$ cat config.mk
export PLATFORM = sky130hd
export DESIGN_NAME = decimal_text_to_fixed_parser_core_flat
export DESIGN_NICKNAME = d
export VERILOG_FILES = /design/src/dtf_pkg.sv /design/src/dtf_req_if.sv /design/src/dtf_rsp_if.sv /design/src/dtf_step.sv /design/src/dtf_emit.sv /design/src/decimal_text_to_fixed_parser_core.sv /design/src/flat_wrapper.sv
export SDC_FILE = /design/constraint.sdc
export NUM_CORES = 1
export LEC_CHECK = 0
export ABC_AREA = 0
export ABC_CLOCK_PERIOD_IN_PS = 27600
export BUFFER_PORTS_ARGS = -buffer_cell sky130_fd_sc_hd__buf_2
export CORE_MARGIN = 3
export CORE_UTILIZATION = 50
export DETAILED_ROUTE_END_ITERATION = 8
export PLACE_DENSITY = 0.68
export SYNTH_ARGS = -nofsm -noshare
export SYNTH_HDL_FRONTEND = slang
export SYNTH_HIERARCHICAL = 1
export SYNTH_SLANG_ARGS = --single-unit
export TNS_END_PERCENT = 5
$ cat constraint.sdc
create_clock -name clock -period 27.6 [get_ports clock]
set_input_delay 8.28 -clock clock [delete_from_list [all_inputs] [get_ports clock]]
set_output_delay 8.28 -clock clock [all_outputs]
set_load 0.01 [all_outputs]
$ cat src/dtf_pkg.sv
// ----------------------------------------------------------------------------
// dtf_pkg
// Types, character codes and the fraction weight table for the decimal text
// to fixed-point parser.
// ----------------------------------------------------------------------------
package dtf_pkg;

   localparam int CHAR_W      = 8;
   localparam int VALUE_W     = 32;
   localparam int FRAC_ACC_W  = 36;   // binary fraction, binary point at bit 32
   localparam int SCALE_W     = 33;
   localparam int DIGIT_W     = 4;
   localparam int DCNT_W      = 4;
   localparam int FRAC_POINT  = 32;

   localparam logic [CHAR_W-1:0] CHAR_ZERO  = 8'h30;
   localparam logic [CHAR_W-1:0] CHAR_NINE  = 8'h39;
   localparam logic [CHAR_W-1:0] CHAR_MINUS = 8'h2D;
   localparam logic [CHAR_W-1:0] CHAR_DOT   = 8'h2E;

   // weight of the tenth digit is already zero, so the count stops there
   localparam logic [DCNT_W-1:0] DIGITS_MAX = 4'd10;

   typedef enum logic [1:0] {
      MODE_SKIP = 2'd0,
      MODE_INT  = 2'd1,
      MODE_FRAC = 2'd2
   } mode_type;

   typedef struct packed {
      mode_type                mode;
      logic                    negative;
      logic                    saturated;
      logic [DCNT_W-1:0]       frac_digits;
   } ctl_type;

   // floor(2^32 / 10^k): repeated floor division by ten collapses to this
   function automatic logic [SCALE_W-1:0] scale_of(input logic [DCNT_W-1:0] k);
      logic [SCALE_W-1:0] s;
      case (k)
         4'd0:    s = 33'h1_0000_0000;
         4'd1:    s = 33'd429496729;
         4'd2:    s = 33'd42949672;
         4'd3:    s = 33'd4294967;
         4'd4:    s = 33'd429496;
         4'd5:    s = 33'd42949;
         4'd6:    s = 33'd4294;
         4'd7:    s = 33'd429;
         4'd8:    s = 33'd42;
         4'd9:    s = 33'd4;
         default: s = '0;
      endcase
      return s;
   endfunction

endpackage

$ cat src/dtf_req_if.sv
// ----------------------------------------------------------------------------
// dtf_req_if
// Request channel: one text character and the end-of-stream mark.
// ----------------------------------------------------------------------------
interface dtf_req_if import dtf_pkg::*; ();
   logic              valid;
   logic              ready;
   logic [CHAR_W-1:0] char_byte;
   logic              flush;

   modport source (output valid, output char_byte, output flush, input ready);
   modport sink   (input valid, input char_byte, input flush, output ready);
endinterface

$ cat src/dtf_rsp_if.sv
// ----------------------------------------------------------------------------
// dtf_rsp_if
// Result channel: one parsed fixed-point number and its overflow flag.
// ----------------------------------------------------------------------------
interface dtf_rsp_if import dtf_pkg::*; ();
   logic                      valid;
   logic                      ready;
   logic signed [VALUE_W-1:0] value;
   logic                      overflow;

   modport source (output valid, output value, output overflow, input ready);
   modport sink   (input valid, input value, input overflow, output ready);
endinterface

$ cat src/dtf_step.sv
// ----------------------------------------------------------------------------
// dtf_step
// Per-character parse logic: next parser state and whether a number ends.
// ----------------------------------------------------------------------------
module dtf_step
   import dtf_pkg::*;
#(
   parameter int INT_BITS = 15
) (
   input  ctl_type                 cur_ctl,
   input  logic [INT_BITS-1:0]     cur_int,
   input  logic [FRAC_ACC_W-1:0]   cur_frac,
   input  logic [CHAR_W-1:0]       char_byte,
   input  logic                    flush,
   output ctl_type                 nxt_ctl,
   output logic [INT_BITS-1:0]     nxt_int,
   output logic [FRAC_ACC_W-1:0]   nxt_frac,
   output logic                    emit,
   output logic                    emit_next
);

   localparam int NW = INT_BITS + 4;
   localparam logic [NW-1:0] INT_MAX = NW'((64'd1 << INT_BITS) - 64'd1);

   logic                  is_digit;
   logic [CHAR_W-1:0]     char_off;
   logic [DIGIT_W-1:0]    digit;
   logic [NW-1:0]         int_sum;
   logic [DCNT_W-1:0]     digits_inc;
   logic [FRAC_ACC_W-1:0] addend;

   assign is_digit   = (char_byte >= CHAR_ZERO) && (char_byte <= CHAR_NINE);
   assign char_off   = char_byte - CHAR_ZERO;
   assign digit      = char_off[DIGIT_W-1:0];
   assign int_sum    = NW'(cur_int) * NW'(10) + NW'(digit);
   assign digits_inc = (cur_ctl.frac_digits == DIGITS_MAX) ? DIGITS_MAX
                                                           : cur_ctl.frac_digits + 1'b1;
   assign addend     = FRAC_ACC_W'(scale_of(digits_inc)) * FRAC_ACC_W'(digit);

   always_comb begin
      nxt_ctl   = cur_ctl;
      nxt_int   = cur_int;
      nxt_frac  = cur_frac;
      emit      = 1'b0;
      emit_next = 1'b0;

      case (cur_ctl.mode)
         MODE_INT: begin
            if (is_digit) begin
               if (int_sum > INT_MAX) begin
                  nxt_int           = INT_MAX[INT_BITS-1:0];
                  nxt_ctl.saturated = 1'b1;
               end else begin
                  nxt_int = int_sum[INT_BITS-1:0];
               end
            end else if (char_byte == CHAR_DOT) begin
               nxt_ctl.mode        = MODE_FRAC;
               nxt_ctl.frac_digits = '0;
               nxt_frac            = '0;
            end else begin
               // terminator is swallowed
               emit         = 1'b1;
               nxt_ctl.mode = MODE_SKIP;
            end
         end
         MODE_FRAC: begin
            if (is_digit) begin
               nxt_ctl.frac_digits = digits_inc;
               nxt_frac            = cur_frac + addend;
            end else begin
               emit         = 1'b1;
               nxt_ctl.mode = MODE_SKIP;
            end
         end
         default: begin
            nxt_ctl.mode = MODE_SKIP;
         end
      endcase

      // terminator of a fraction gets a second look, as from skipping
      if ((cur_ctl.mode != MODE_INT) && !(cur_ctl.mode == MODE_FRAC && is_digit)) begin
         if (is_digit) begin
            nxt_ctl.mode        = MODE_INT;
            nxt_ctl.negative    = 1'b0;
            nxt_ctl.saturated   = 1'b0;
            nxt_ctl.frac_digits = '0;
            nxt_int             = INT_BITS'(digit);
            nxt_frac            = '0;
         end else if (char_byte == CHAR_MINUS) begin
            nxt_ctl.mode        = MODE_INT;
            nxt_ctl.negative    = 1'b1;
            nxt_ctl.saturated   = 1'b0;
            nxt_ctl.frac_digits = '0;
            nxt_int             = '0;
            nxt_frac            = '0;
         end else if (char_byte == CHAR_DOT) begin
            nxt_ctl.mode        = MODE_FRAC;
            nxt_ctl.negative    = 1'b0;
            nxt_ctl.saturated   = 1'b0;
            nxt_ctl.frac_digits = '0;
            nxt_int             = '0;
            nxt_frac            = '0;
         end
      end

      if (flush) begin
         if (!emit && (nxt_ctl.mode != MODE_SKIP)) begin
            emit      = 1'b1;
            emit_next = 1'b1;
         end
         nxt_ctl.mode = MODE_SKIP;
      end
   end

endmodule

$ cat src/dtf_emit.sv
// ----------------------------------------------------------------------------
// dtf_emit
// Builds the signed fixed-point result: rounds the binary fraction, joins
// the integer part, clamps and applies the sign.
// ----------------------------------------------------------------------------
module dtf_emit
   import dtf_pkg::*;
#(
   parameter int INT_BITS  = 15,
   parameter int FRAC_BITS = 16
) (
   input  logic                      negative,
   input  logic                      saturated,
   input  logic [INT_BITS-1:0]       int_acc,
   input  logic [FRAC_ACC_W-1:0]     frac_acc,
   output logic signed [VALUE_W-1:0] value,
   output logic                      overflow
);

   localparam int SHIFT  = FRAC_POINT - FRAC_BITS;
   localparam int WIDE_W = INT_BITS + FRAC_BITS + 2;
   localparam int CALC_W = (WIDE_W > FRAC_ACC_W + 4) ? WIDE_W : FRAC_ACC_W + 4;
   localparam logic [CALC_W-1:0] HALF    = (CALC_W'(1) << SHIFT) >> 1;
   localparam logic [CALC_W-1:0] MAG_MAX = (CALC_W'(1) << (INT_BITS + FRAC_BITS))
                                           - CALC_W'(1);

   logic [CALC_W-1:0] frac_round;
   logic [CALC_W-1:0] mag_raw;
   logic [CALC_W-1:0] mag;
   logic [CALC_W-1:0] signed_mag;

   always_comb begin
      frac_round = (CALC_W'(frac_acc) + HALF) >> SHIFT;
      mag_raw    = (CALC_W'(int_acc) << FRAC_BITS) + frac_round;
      // a rounding carry may push past full scale
      mag        = (mag_raw > MAG_MAX) ? MAG_MAX : mag_raw;
      signed_mag = negative ? (CALC_W'(0) - mag) : mag;
   end

   assign value    = signed_mag[VALUE_W-1:0];
   assign overflow = saturated;

endmodule

$ cat src/decimal_text_to_fixed_parser_core.sv
// ----------------------------------------------------------------------------
// decimal_text_to_fixed_parser_core
// ASCII decimal text to signed fixed-point number parser.
// ----------------------------------------------------------------------------
// Takes one character per clock and returns each finished decimal number
// ("12", "-3.25", ".5", "7.") as a signed two's complement value with
// INT_BITS integer and FRAC_BITS fraction bits, rounded half away from
// zero, together with a flag that the integer part saturated at
// 2^INT_BITS-1. Characters other than digits, '-' and '.' are skipped
// between numbers; a set flush bit closes a number still open after its
// character. The block accepts a request every clock while the result side
// keeps up; a number is offered on the result channel from the result
// register, after the request that ends it is taken into the request
// register, and while a number waits on a stalled result side the parse
// state holds and only one further request is taken.
// No clearing pass is needed after reset.
// ----------------------------------------------------------------------------
module decimal_text_to_fixed_parser_core
   import dtf_pkg::*;
#(
   parameter int INT_BITS  = 15,
   parameter int FRAC_BITS = 16
) (
   input  logic      clock,
   input  logic      reset,
   dtf_req_if.sink   req_ch,
   dtf_rsp_if.source rsp_ch
);

   logic                      in_valid_ff;
   logic [CHAR_W-1:0]         in_char_ff;
   logic                      in_flush_ff;

   ctl_type                   ctl_ff;
   logic [INT_BITS-1:0]       int_ff;
   logic [FRAC_ACC_W-1:0]     frac_ff;

   logic                      rsp_valid_ff;
   logic                      rsp_valid_in;
   logic signed [VALUE_W-1:0] value_ff;
   logic                      overflow_ff;

   ctl_type                   nxt_ctl;
   logic [INT_BITS-1:0]       nxt_int;
   logic [FRAC_ACC_W-1:0]     nxt_frac;
   logic                      emit;
   logic                      emit_next;

   logic                      em_negative;
   logic                      em_saturated;
   logic [INT_BITS-1:0]       em_int;
   logic [FRAC_ACC_W-1:0]     em_frac;
   logic signed [VALUE_W-1:0] em_value;
   logic                      em_overflow;

   logic                      advance;

   assign advance      = in_valid_ff && (!rsp_valid_ff || rsp_ch.ready);
   assign req_ch.ready = !in_valid_ff || advance;

   dtf_step #(
      .INT_BITS (INT_BITS)
   ) u_step (
      .cur_ctl   (ctl_ff),
      .cur_int   (int_ff),
      .cur_frac  (frac_ff),
      .char_byte (in_char_ff),
      .flush     (in_flush_ff),
      .nxt_ctl   (nxt_ctl),
      .nxt_int   (nxt_int),
      .nxt_frac  (nxt_frac),
      .emit      (emit),
      .emit_next (emit_next)
   );

   // a flush closes the number as updated by this character
   assign em_negative  = emit_next ? nxt_ctl.negative  : ctl_ff.negative;
   assign em_saturated = emit_next ? nxt_ctl.saturated : ctl_ff.saturated;
   assign em_int       = emit_next ? nxt_int           : int_ff;
   assign em_frac      = emit_next ? nxt_frac          : frac_ff;

   dtf_emit #(
      .INT_BITS  (INT_BITS),
      .FRAC_BITS (FRAC_BITS)
   ) u_emit (
      .negative  (em_negative),
      .saturated (em_saturated),
      .int_acc   (em_int),
      .frac_acc  (em_frac),
      .value     (em_value),
      .overflow  (em_overflow)
   );

   always_comb begin
      if (advance && emit) begin
         rsp_valid_in = 1'b1;
      end else if (rsp_ch.ready) begin
         rsp_valid_in = 1'b0;
      end else begin
         rsp_valid_in = rsp_valid_ff;
      end
   end

   always_ff @(posedge clock) begin
      if (reset) begin
         in_valid_ff  <= 1'b0;
         rsp_valid_ff <= 1'b0;
         ctl_ff.mode        <= MODE_SKIP;
         ctl_ff.negative    <= 1'b0;
         ctl_ff.saturated   <= 1'b0;
         ctl_ff.frac_digits <= '0;
         int_ff       <= '0;
         frac_ff      <= '0;
      end else begin
         if (req_ch.ready) begin
            in_valid_ff <= req_ch.valid;
         end
         if (advance) begin
            ctl_ff  <= nxt_ctl;
            int_ff  <= nxt_int;
            frac_ff <= nxt_frac;
         end
         rsp_valid_ff <= rsp_valid_in;
      end
   end

   always_ff @(posedge clock) begin
      if (req_ch.valid && req_ch.ready) begin
         in_char_ff  <= req_ch.char_byte;
         in_flush_ff <= req_ch.flush;
      end
      if (advance && emit) begin
         value_ff    <= em_value;
         overflow_ff <= em_overflow;
      end
   end

   assign rsp_ch.valid    = rsp_valid_ff;
   assign rsp_ch.value    = value_ff;
   assign rsp_ch.overflow = overflow_ff;

endmodule
$ cat src/flat_wrapper.sv
// flat-port wrapper written by rule: the top's interface ports become plain ports
module decimal_text_to_fixed_parser_core_flat import dtf_pkg::*;
#(
   parameter int INT_BITS  = 15,
   parameter int FRAC_BITS = 16
)
  (clock, reset, req_ch_valid, req_ch_char_byte, req_ch_flush, req_ch_ready, rsp_ch_valid, rsp_ch_value, rsp_ch_overflow, rsp_ch_ready);
  dtf_req_if req_ch_i ();
  dtf_rsp_if rsp_ch_i ();
  input  logic clock;
  input  logic reset;
  input wire logic [$bits(req_ch_i.valid)-1:0] req_ch_valid;
  input wire logic [$bits(req_ch_i.char_byte)-1:0] req_ch_char_byte;
  input wire logic [$bits(req_ch_i.flush)-1:0] req_ch_flush;
  output wire logic [$bits(req_ch_i.ready)-1:0] req_ch_ready;
  output wire logic [$bits(rsp_ch_i.valid)-1:0] rsp_ch_valid;
  output wire logic [$bits(rsp_ch_i.value)-1:0] rsp_ch_value;
  output wire logic [$bits(rsp_ch_i.overflow)-1:0] rsp_ch_overflow;
  input wire logic [$bits(rsp_ch_i.ready)-1:0] rsp_ch_ready;
  assign req_ch_i.valid = req_ch_valid;
  assign req_ch_i.char_byte = req_ch_char_byte;
  assign req_ch_i.flush = req_ch_flush;
  assign req_ch_ready = req_ch_i.ready;
  assign rsp_ch_valid = rsp_ch_i.valid;
  assign rsp_ch_value = rsp_ch_i.value;
  assign rsp_ch_overflow = rsp_ch_i.overflow;
  assign rsp_ch_i.ready = rsp_ch_ready;
  decimal_text_to_fixed_parser_core #(.INT_BITS(INT_BITS), .FRAC_BITS(FRAC_BITS)) u_core (.clock(clock), .reset(reset), .req_ch(req_ch_i), .rsp_ch(rsp_ch_i));
endmodule
---- Yosys cells after proc, flatten, opt, wreduce, memory -nomap -nowiden ----
Memory sizes are Yosys's and may differ from the RTL's.
Cells that the tools add are included.
cells by class
  add/subtract/negate cells ............... 7
  $mul .................................... 2
  order comparisons ....................... 4
  equality and inequality tests ........... 6
  muxes and demuxes ....................... 48
  reductions and logical operators ........ 15
operators by type and width
  kind                                                               count
  2-to-1 mux 36 bit                                                  8
  2-to-1 mux 15 bit                                                  8
  case mux 36 bit (2 select lines)                                   1
  2-to-1 mux 32 bit                                                  2
  adder 36 x 16 -> 37 bit, second input constant                     1
  adder 36 bit                                                       1
  multiplier 33 x 4 -> 36 bit                                        1
  adder 31 x 24 -> 32 bit                                            1
  > comparator 32 x 31 -> 1 bit, second input constant               1
  2-to-1 mux 8 bit                                                   4
  subtractor 1 x 32 -> 32 bit, first input constant                  1
  adder 19 x 4 -> 19 bit                                             1
  > comparator 19 x 15 -> 1 bit, second input constant               1
  multiplier 15 x 3 -> 18 bit, second input constant                 1
  == test 8 x 6 -> 1 bit, second input constant                      2
  2-to-1 mux 4 bit                                                   4
  2-to-1 mux 1 bit                                                   14
  greater-or-equal comparator 8 x 6 -> 1 bit, second input constant  1
  <= comparator 8 x 6 -> 1 bit, second input constant                1
  2-to-1 mux 2 bit                                                   4
  case mux 4 bit (2 select lines)                                    1
  logical AND 1 bit                                                  7
  adder 4 x 1 -> 4 bit, second input constant                        1
  == test 4 bit, second input constant                               1
  9 further kinds                                                    14
word-level totals
  flip-flop bits (word level) ............. 103
  bits in read-only memories .............. 448
  input bits .............................. 13
  logic and storage cells ................. 95
  memories ................................ 1
memory list
  memory           words  bits a word  read ports  clocked after memory_dff  wr ports  line           source
  (no name shown)  16     28           1           0                         0         dtf_pkg.sv:40  case (k)

---- Longest topological paths before layout ----
  depth after elaboration ................. 21
  depth in mapped cells ................... 50

---- Modules after synthesis ----
Netlist, hierarchy kept.
modules (own cells, without submodules)
  module                             instances  cells each  area each (um^2)  seq. area each (um^2)
  dtf_step                           1          1002        7249.5            0.0
  decimal_text_to_fixed_parser_core  1          369         4609.4            2482.4
  dtf_emit                           1          323         2119.5            0.0

---- Least setup slack after synthesis ----
Ideal clock, no wire load.
  kind .................................... input-to-output
  start ................................... in rsp_ch_ready
  end ..................................... out req_ch_ready
  arrival ................................. 8.507 ns
  slack ................................... 10.813 ns
  stages on the path ...................... 2
  buffers on the path ..................... 0
  path through ............................ nor2b_4 > nand2_1
between the ends
  longest elaborated chain between the ends .. 3
ends and longest elaborated chain
  element            line                                     source
  start, declared    flat_wrapper.sv:19                       input wire logic [$bits(rsp_ch_i.ready)-1:0] rsp_ch_ready;
  logical OR 1 bit   decimal_text_to_fixed_parser_core.sv:58  assign advance = in_valid_ff && (!rsp_valid_ff || rsp_ch.ready);
  logical AND 1 bit  decimal_text_to_fixed_parser_core.sv:58
  logical OR 1 bit   decimal_text_to_fixed_parser_core.sv:59  assign req_ch.ready = !in_valid_ff || advance;
  end, declared      flat_wrapper.sv:15                       output wire logic [$bits(req_ch_i.ready)-1:0] req_ch_ready;
Every way passes these cells.

---- Final worst setup path ----
Same ends and word-level chain as after synthesis.

==> impl_metrics.csv <==
group,metric,value,unit
timing,worst_clock_skew,0.01549,ns
timing,count_of_final_max_slew_check_failures,0,
grt,grt_start_max_net_pins,121,
drt,drt_iter0_drc,1099,
clock_network,post_cts_resized,0,
drt,detailroute.via_count,11810,
clock_network,cts.path.max_buffers,2,
pwr,totalPowerFinal,0.4327,mW
timing,clock.fmax,58.55,MHz
clock_network,clkTransAtPathRegs,0.08,ns
drt,drc,0,
logic_synthesis,synthesis.area_per_instance,8.227,µm²
worst_setup_path,cp-start-kind,"input pin",
worst_setup_path,setup.worst_path.end_class,"output port",
timing,setup_ws,10.52,ns
drt,vias_per_instance,5.858,
grt,antenna_found_initial,0,
clock_network,cts.sink_count,103,
placed_design,detailedPlace.worstSlack,10.52,ns
grt,grt_pass1_vias,11410,
placed_design,dpl.hpwl,26010,µm
timing,timing.hold.ws,0.4746,ns
clock_network,cts_made_buffers,9,
pwr,leakagePower,6.304,nW
drt,detail_routed_net_length_per_standard_cell,16.96,µm
grt,global_route.overflow_total,0,
cells_and_area,layout-drive-gt1-share,0.09373,
pwr,powerDensity,29.83,nW/µm²
worst_setup_path,worstPathArrival,8.80,ns
grt,met3_usage,0.02583,
clock_network,worst_skew_late_latency,0.37,ns
cells_and_area,synthToLayoutAreaGrowth,5.067,%
die,placeableCoreArea,27030,µm²
status,result_of_the_run,"finished clean",
cells_and_area,net_count_of_the_finished_layout,1860,
grt,grtUsageMet1,0.3134,
cells_and_area,final_area,14500,µm²
drt,detail_route.wirelength,34200,µm
grt,gr-max-usage-layer,"met2",
drt,final_antenna_net_count,0,
timing,worst_slew_margin_rel,0.3190,
drt,drtPass1Iterations,5,
timing,setup_total_negative_slack,0,ns
grt,grt.met2_usage,0.4027,
die,floorplan.initialDensity,0.5108,
timing,worst_pin_slew,1.021,ns
cells_and_area,finish.utilization,0.5367,
placed_design,routabilityCongestion,0.8969,
timing,setup_violations,0,
worst_setup_path,cp_max_fo,5,
cells_and_area,stdcell_count,2016,
placed_design,place_area,14210,µm²
worst_setup_path,required_time_worst_endpoint,19.32,ns
worst_setup_path,crit_type,"in2out",
timing,hold_viol_final,0,
cells_and_area,footprint_of_the_multi_input_gates,10220,µm²
logic_synthesis,yosysWarningCount,6,
clock_network,clock_tree_from_tritoncts,"done",
cells_and_area,layout.area.seq,2482,µm²
grt,grt_use_total,0.2322,
pwr,vdd.ir_drop.worst,0.02302,mV
logic_synthesis,synth_fp_nets,1868,
timing,fin_crit_sh,0.6189,
logic_synthesis,synth_cells,1678,
worst_hold_path,timing.hold.worst.class,"reg2reg",
grt,grt_pass1_wl,56210,µm
placed_design,port-buffer-count,47,
logic_synthesis,mappedNetlistArea,13800,µm²
die,rows,60,
clock_network,clockRootBuffer,"clkbuf_16",
die,die_area,29640,µm²
job,drv_cap,0,
placed_design,placed_cells_incl_taps,2000,
die,floorplan.die.width,172.2,µm
die,die_y,172.2,µm
timing,layout_min_cycle_time,17.08,ns
cells_and_area,filler_cell_count,2521,
timing,rsz0062_at_grt,"false",
die,ios,48,
clock_network,cts_hold_repair.buffers,0,
cells_and_area,antennaDiodeCount,0,
clock_network,cts.repair_timing.setup_buffer_count,0,
clock_network,cts_h_tree_depth,3,
-- cell type report --
| type | count | area share |
|---|---|---|
| inverters | 199 | 0.05150 |
| repair buffers | 61 | 0.02346 |
| clock inverters | 7 | 0.004486 |
| clock buffers | 9 | 0.01553 |
| well taps | 341 | 0.02942 |
| flip-flops and latches | 103 | 0.1712 |
| multi-input cells | 1296 | 0.7045 |
-- path summary, 6_finish.rpt --
check                                  start                           endpoint  slack (ns)  cells after the start
max                             rsp_ch_ready                       req_ch_ready       10.52                      4
min          u_core/frac_ff[12]$_SDFFE_PP0P_    u_core/frac_ff[12]$_SDFFE_PP0P_        0.47                      2
max reg2reg    u_core/ctl_ff[0]$_SDFFE_PP0P_  u_core/rsp_ch.value[26]$_DFFE_PP_       15.47                     43
min reg2reg  u_core/frac_ff[12]$_SDFFE_PP0P_    u_core/frac_ff[12]$_SDFFE_PP0P_        0.47                      2
-- per-layer routing --
metal,vias to the layer above,routed length (µm)
met5,-,0
met4,0,520
met3,36,1377
met2,268,16640
met1,5706,15670
li1,5799,-
-- state kept, by name, summed over array words and instances, names as in the netlist --
register,count
u_core/ctl_ff,8
u_core/in_flush_ff,1
u_core/rsp_ch.valid,1
u_core/int_ff,15
u_core/in_char_ff,8
u_core/rsp_ch.overflow,1
u_core/rsp_ch.value,32
u_core/in_valid_ff,1
u_core/frac_ff,36
-- power by group --
part / internal, mW / total [mW] / switching, mW
Clock: 0.0634 / 0.133 / 0.0700
Combinational: 0.0549 / 0.139 / 0.0836
Sequential: 0.159 / 0.161 / 0.00190
-- critical path: stages --
cell and delay, ns:
buf_2 0.11, nor2b_4 0.18, nand2_1 0.09, buf_2 0.14
-- layout by cell type, fill, tap and decap left out, types with 33 or more instances in the layout --
cell type / count
o21ai_0: 53
mux2_2: 39
dfxtp_1: 61
xor2_1: 33
xnor2_1: 59
ha_1: 98
and2_1: 35
a21oi_1: 82
nor3_1: 36
mux2i_1: 66
buf_2: 47
nand3_1: 36
inv_1: 197
edfxtp_1: 42
nand2b_1: 134
fa_1: 79
nor2_1: 125
nand2_1: 90
No activity file was read; power rests on OpenSTA's default activity.
